## src/hdl/sbf_sqrt.sv

```systemverilog
// Pipelined integer square root, one result bit per stage.
// Depends on nothing; carries a side vector alongside each word.
`timescale 1ns / 1ps
`default_nettype none
module sbf_sqrt #(
    parameter int SW     = 68,
    parameter int SIDE_W = 8
) (
    input  wire logic              aclk,
    input  wire logic              aresetn,
    input  wire logic              en,
    input  wire logic              in_valid,
    input  wire logic [SW-1:0]     rad,
    input  wire logic [SIDE_W-1:0] in_side,
    output logic                   out_valid,
    output logic [SW/2-1:0]        root,
    output logic [SIDE_W-1:0]      out_side
);
    localparam int LW = SW / 2;

    logic              v_reg    [LW];
    logic [LW:0]       rem_reg  [LW];
    logic [LW-1:0]     root_reg [LW];
    logic [SW-1:0]     rad_reg  [LW];
    logic [SIDE_W-1:0] side_reg [LW];

    for (genvar gi = 0; gi < LW; gi++) begin : g_step
        logic              v_src;
        logic [LW:0]       rem_src;
        logic [LW-1:0]     root_src;
        logic [SW-1:0]     rad_src;
        logic [SIDE_W-1:0] side_src;
        logic [LW+2:0]     rem_sh;
        logic [LW+2:0]     trial;
        logic              take;

        if (gi == 0) begin : g_first
            assign v_src    = in_valid;
            assign rem_src  = '0;
            assign root_src = '0;
            assign rad_src  = rad;
            assign side_src = in_side;
        end else begin : g_next
            assign v_src    = v_reg[gi-1];
            assign rem_src  = rem_reg[gi-1];
            assign root_src = root_reg[gi-1];
            assign rad_src  = rad_reg[gi-1];
            assign side_src = side_reg[gi-1];
        end

        assign rem_sh = {rem_src, rad_src[SW-1:SW-2]};
        assign trial  = (LW+3)'({root_src, 2'b01});
        assign take   = rem_sh >= trial;

        always_ff @(posedge aclk) begin
            if (!aresetn) begin
                v_reg[gi] <= 1'b0;
            end else if (en) begin
                v_reg[gi] <= v_src;
            end
        end

        always_ff @(posedge aclk) begin
            if (en) begin
                rem_reg[gi]  <= take ? (LW+1)'(rem_sh - trial) : (LW+1)'(rem_sh);
                root_reg[gi] <= {root_src[LW-2:0], take};
                rad_reg[gi]  <= {rad_src[SW-3:0], 2'b00};
                side_reg[gi] <= side_src;
            end
        end
    end

    assign out_valid = v_reg[LW-1];
    assign root      = root_reg[LW-1];
    assign out_side  = side_reg[LW-1];

endmodule
`default_nettype wire

```

## config.mk

```make
export PLATFORM = sky130hd
export DESIGN_NAME = sbf_sqrt
export DESIGN_NICKNAME = d
export VERILOG_FILES = /design/src/hdl/sbf_sqrt.sv
export SDC_FILE = /design/constraint.sdc
export NUM_CORES = 2
export LEC_CHECK = 0
export BUFFER_PORTS_ARGS = -buffer_cell sky130_fd_sc_hd__clkbuf_2
export CAP_MARGIN = 15
export CORE_MARGIN = 1.5
export CORE_UTILIZATION = 45
export CTS_BUF_LIST = sky130_fd_sc_hd__clkbuf_8
export DETAILED_ROUTE_END_ITERATION = 7
export PLACE_DENSITY_LB_ADDON = 0.2
export SYNTH_ARGS = -nofsm -noshare
export SYNTH_HDL_FRONTEND = slang
export SYNTH_MEMORY_MAX_BITS = 65536
export SYNTH_SLANG_ARGS = --single-unit
```

## constraint.sdc

```tcl
create_clock -name aclk -period 3.95 [get_ports aclk]
set_input_delay 0 -clock aclk [delete_from_list [all_inputs] [get_ports aclk]]
set_output_delay 0 -clock aclk [all_outputs]
set_load 0.05 [all_outputs]
```

======== Yosys cells after proc, flatten, opt, wreduce, memory -nomap -nowiden ========
Memories as Yosys holds them, arrays and structs flattened.
Index checks and enable logic that the tools add are counted.
storage, ports and cells
  bits in writable memories ............... 4,896
  memories kept ........................... 5
  output and inout bits ................... 43
  bits of input ports ..................... 80
  bits in registers ....................... 0
  word-level logic and storage cells ...... 180
operators by class
  muxes and demuxes ....................... 73
  add/sub/neg operators ................... 34
  bitwise operators ....................... 34
  $lt $le $gt $ge ......................... 34
memories
  memory    depth  bits a word  rd ports  clocked after Yosys merged registers in  wr ports  line  source
  rad_reg   34     66           33        0                                        34        24    logic [SW-1:0] rad_reg [LW];
  rem_reg   34     35           33        0                                        34        22    logic [LW:0] rem_reg [LW];
  root_reg  34     34           34        0                                        34        23    logic [LW-1:0] root_reg [LW];
  side_reg  34     8            34        0                                        34        25    logic [SIDE_W-1:0] side_reg [LW];
  v_reg     34     1            34        0                                        34        21    logic v_reg [LW];
operators by type and width
  operator               count
  $ge A37 B36 Y1         33
  $mux W35               34
  $sub A35 B35 Y35       33
  $mux W1                39
  $or A1 B1 Y1           34
  $sub A2 B1 Y3 const B  1
  $ge A2 B1 Y1 const B   1

======== Logic depth before layout (Yosys ltp) ========
  depth after elaboration ................. 4
  mapped depth ............................ 15
  mapped depth without buffers ............ 13

======== Worst setup path after synthesis ========
OpenSTA, ideal clock, no wires.
  path kind ............................... register to register
  start point ............................. mem rem_reg[28][3] in the netlist's numbering
  end point ............................... mem rem_reg[29][17] in the netlist's numbering (data pin)
  required time ........................... 3.690 ns
  stages on the path, launching flop included .. 11
  period minus slack after synthesis ...... 3.490 ns
  library setup time ...................... 0.260 ns
  setup slack ............................. 0.460 ns
  arrival time ............................ 3.230 ns
  buffers on the path ..................... 1
  cells stage by stage .................... edfxtp_1 -> ha_1 -> a21o_1 -> a221o_1 -> a211o_1 -> o21a_1 -> o21ai_0 -> a41oi_1 -> a21oi_1 -> buf_2 -> mux2_2
RTL lines
  item         line
  from (decl)  22

==> flow_summary_export.csv <==
group,metric,value,unit
synth,ys_seq_elements,3125,
die,placementRows,205,
setup_path,r2r_setup_slack,0.20,ns
sta,period_share,0.950,
finish,largest_register_ffs,1122,
setup_path,crit_top_cell,"o21a_1",
setup_path,timing.rr.start,"rem_reg[20][0]",
cts,clk_latency,1.12,ns
die,io-pin-count,123,
cts,cts_tree,"yes",
sta,finalClockSkew,0.0526,ns
sta,finalHoldViolCount,0,
sta,rsz0062_at_grt,"false",
sta,slew_violations,0,
finish,final_util,0.511,
synth,synthesis.nets,11300,
finish,layout-drive-gt1-share,0.0978,
finish,fillers,26700,
setup_path,end_kind,"flop",
run,maxCapViolCount,0,
route,wirelength,295000,um
cts,cts_root_buf,"clkbuf_8",
synth,syn_inst,10500,
global_route,grtUsageTotal,0.183,
pwr,p_int,63.4,mW
sta,setup_viol,0,
finish,synthToLayoutAreaGrowth,13.1,%
die,core_area,312000,um^2
sta,slew_headroom,0.333,
setup_path,cp.required,4.76,ns
finish,final_cell_mix,"edfxtp_1, inv_1, nand2_1",
die,die_h,562,um
route,drc,0,
pwr,switching_power,27.0,mW
cts,post-cts-setup-buffer-count,0,
synth,synth_edf_count,3124,
pwr,irDropWorstVdd,383,uV
sta,worst_slew_pin_slew,1.00,ns
finish,final_common_cell,"edfxtp_1",
synth,synth_top_cell_area_share,0.666,
finish,nets,12100,
pwr,pwr-share-seq,0.493,
placement,place.gp.congestion,0.885,
setup_path,cp_cell_sequence,"ha_1 > o21a_1 > o21a_1 > o21ai_0 > nand2b_1 > a2111oi_0 > buf_4 > o21a_1 > o21ai_0 > a2111oi_0 > xor2_1",
cts,cts_buffers,537,
cts,clock-sinks,3125,
pwr,powerDensity,567,nW/um^2
placement,dp_cells,14800,
synth,postSynth.asyncResetShare,0,
run_status,status,"complete, no violations",
pwr,swShare,0.298,
setup_path,crit_type,"reg2reg",
global_route,antenna_found_initial,3,
setup_path,setup.worst_path.end,"rem_reg[21][29]",
setup_path,cp.arrival,4.56,ns
die,start_util,0.452,
placement,dpl.hpwl,208000,um
placement,io_buffers,122,
route,viasPerCell,5.29,
synth,synth.area.top_cells,"edfxtp_1, ha_1, xor2_1",
setup_path,start_kind,"flop",
synth,netlist_area,141000,um^2
route,num_vias,84100,
sta,period_needed,3.75,ns
synth,avgSynthCellArea,13.4,um^2
pwr,leakagePower,61.1,nW
synth,yosysUniqueCellTypes,104,
setup_path,worstRegToRegCells,11,
setup_path,critPathLaunch,"rem_reg[20][0]",
placement,dpl_worst_slack,-0.0160,ns
global_route,grt_max_degree,156,
finish,layout.cells.non_filler,15900,
die,dieArea,316000,um^2
die,chipWidth,562,um
cts,h-tree-depth,6,
cts,clk_pin_slew,0.06,ns
synth,yosysTopAreaCell,"edfxtp_1",
route,drtIter0Drc,6394,
setup_path,rr_endpoint,"rem_reg[21][29]",
synth,synthFlopType,"edfxtp_1",
route,drtAntennaViolNets,0,
setup_path,cp_max_fo,4,
synth,yosysSeqAreaShare,0.666,
pwr,p_clk_frac,0.299,
global_route,grt_pass1_wl,462000,um
setup_path,slowest_stage,"a2111oi_0",
sta,worst_slack,0.199,ns
hold_path,worstHoldPathType,"in2reg",
sta,timing.fmax,267,MHz
global_route,grt_overflow,0,
pwr,comb_power_share,0.208,
route,wl_per_cell,18.5,um
setup_path,slowest_delay,0.75,ns
cts,cts_max_path_buffers,4,
global_route,grt_pass1_vias,83800,
route,drtPass1Iterations,6,
synth,yosysWarningCount,0,
stage by stage:
stage	area, um^2	hold WS (ns)	setup TNS (ns)	power [mW]
2_1_floorplan	141000	0.0989	0	57.3
3_3_place_gp	148000	0.177	0	63.6
3_5_place_dp	148000	0.179	-0.0160	63.8
4_1_cts	159000	0.00360	0	91.6
5_1_grt	159000	0.0923	0	95.4
6_report	159000	0.141	0	90.4
Yosys cell counts, drive strengths merged (13+ instances only):
cell type,n
clkbuf,178
and2,29
a21oi,589
o211ai,40
nand2,754
a31o,14
nor2,538
a21o,299
a2111oi,23
nor3,288
nand2b,136
nand3,167
or3,109
or2,49
nand4b,15
nand3b,24
xor2,457
edfxtp,3124
nor3b,20
o21ai,613
xnor2,450
and3,97
mux2i,17
o21bai,63
and4,21
a211oi,39
or4,64
a221oi,13
a211o,13
a31oi,50
buf,35
nor2b,91
nand4,106
inv,831
mux2,62
ha,631
nor4,126
o31a,13
a21boi,34
o21a,104
o31ai,81
nor4b,15
how the worst min path moves through the flow:
stage	from	end	slack [ns]	cells past startpoint
6_report	rad[8]	rad_reg[0][8]	0.14	3
5_1_grt	rad[45]	rad_reg[0][45]	0.09	3
4_1_cts	rad[8]	rad_reg[0][8]	0.004	3
3_5_place_dp	rad[39]	rad_reg[0][39]	0.18	1
3_3_place_gp	rad[16]	rad_reg[0][16]	0.18	1
2_1_floorplan	rad[0]	rad_reg[0][0]	0.1	0
metal layers:
metal,GRT usage,vias to the layer above,part of all wire
li1,-,40800,-
met1,0.236,40700,0.43
met2,0.316,1950,0.49
met3,0.0265,584,0.044
met4,0.0629,0,0.030
met5,0,-,0
power by group through the flow:
| stage | clock network (mW) | logic, mW | registers [mW] |
|---|---|---|---|
| final | 27.0 | 18.8 | 44.6 |
| after global routing | 29.5 | 20.9 | 45.0 |
| after CTS | 28.1 | 18.8 | 44.7 |
| after detailed placement | 0 | 18.5 | 45.3 |
| after global placement | 0 | 18.3 | 45.3 |
| after floorplan | 0 | 13.4 | 43.9 |
logic make-up (layout without fill, tap and decap cells):
family,count (synthesis),in the layout,share of synthesized area
adders and majority gates,631,631,0.0561
other,1,4,0.0000266
and+or+nand+nor,2661,2661,0.0943
DFF,3125,3125,0.666
AOI/OAI and AO/OA,2094,2094,0.0923
muxes,79,79,0.00617
buffers and inverters,1047,2265,0.0284
xor gates and xnor gates,907,907,0.0564
worst max-delay path: cells and delay by family, from the launching register on:
family          cells  cell delay, ns
xor+xnor            1            0.20
simple gates        1            0.15
flops               1            0.40
fa+ha+maj           1            0.37
compound gates      7            2.11
buf+inv             1            0.23
repair_timing:
action | CTS | global route
pin swaps | 0 | 0
hold buffers | 176 | 0
hold endpoints to repair | 2920 | 0
gates resized for setup | 1 | 4
setup endpoints to repair | 2 | 19
area by class of cell:
class,count,area (um^2),share of cell area
diodes,3,7.51,0.0000471
multi-input cells,6373,43100,0.271
repair buffers,481,4240,0.0266
well taps,4140,5180,0.0325
inverters,834,3130,0.0196
clock inverters,407,2340,0.0147
clock buffers,543,7470,0.0469
flip-flops and latches,3125,93800,0.589
Power figures use the tool's default switching activity.
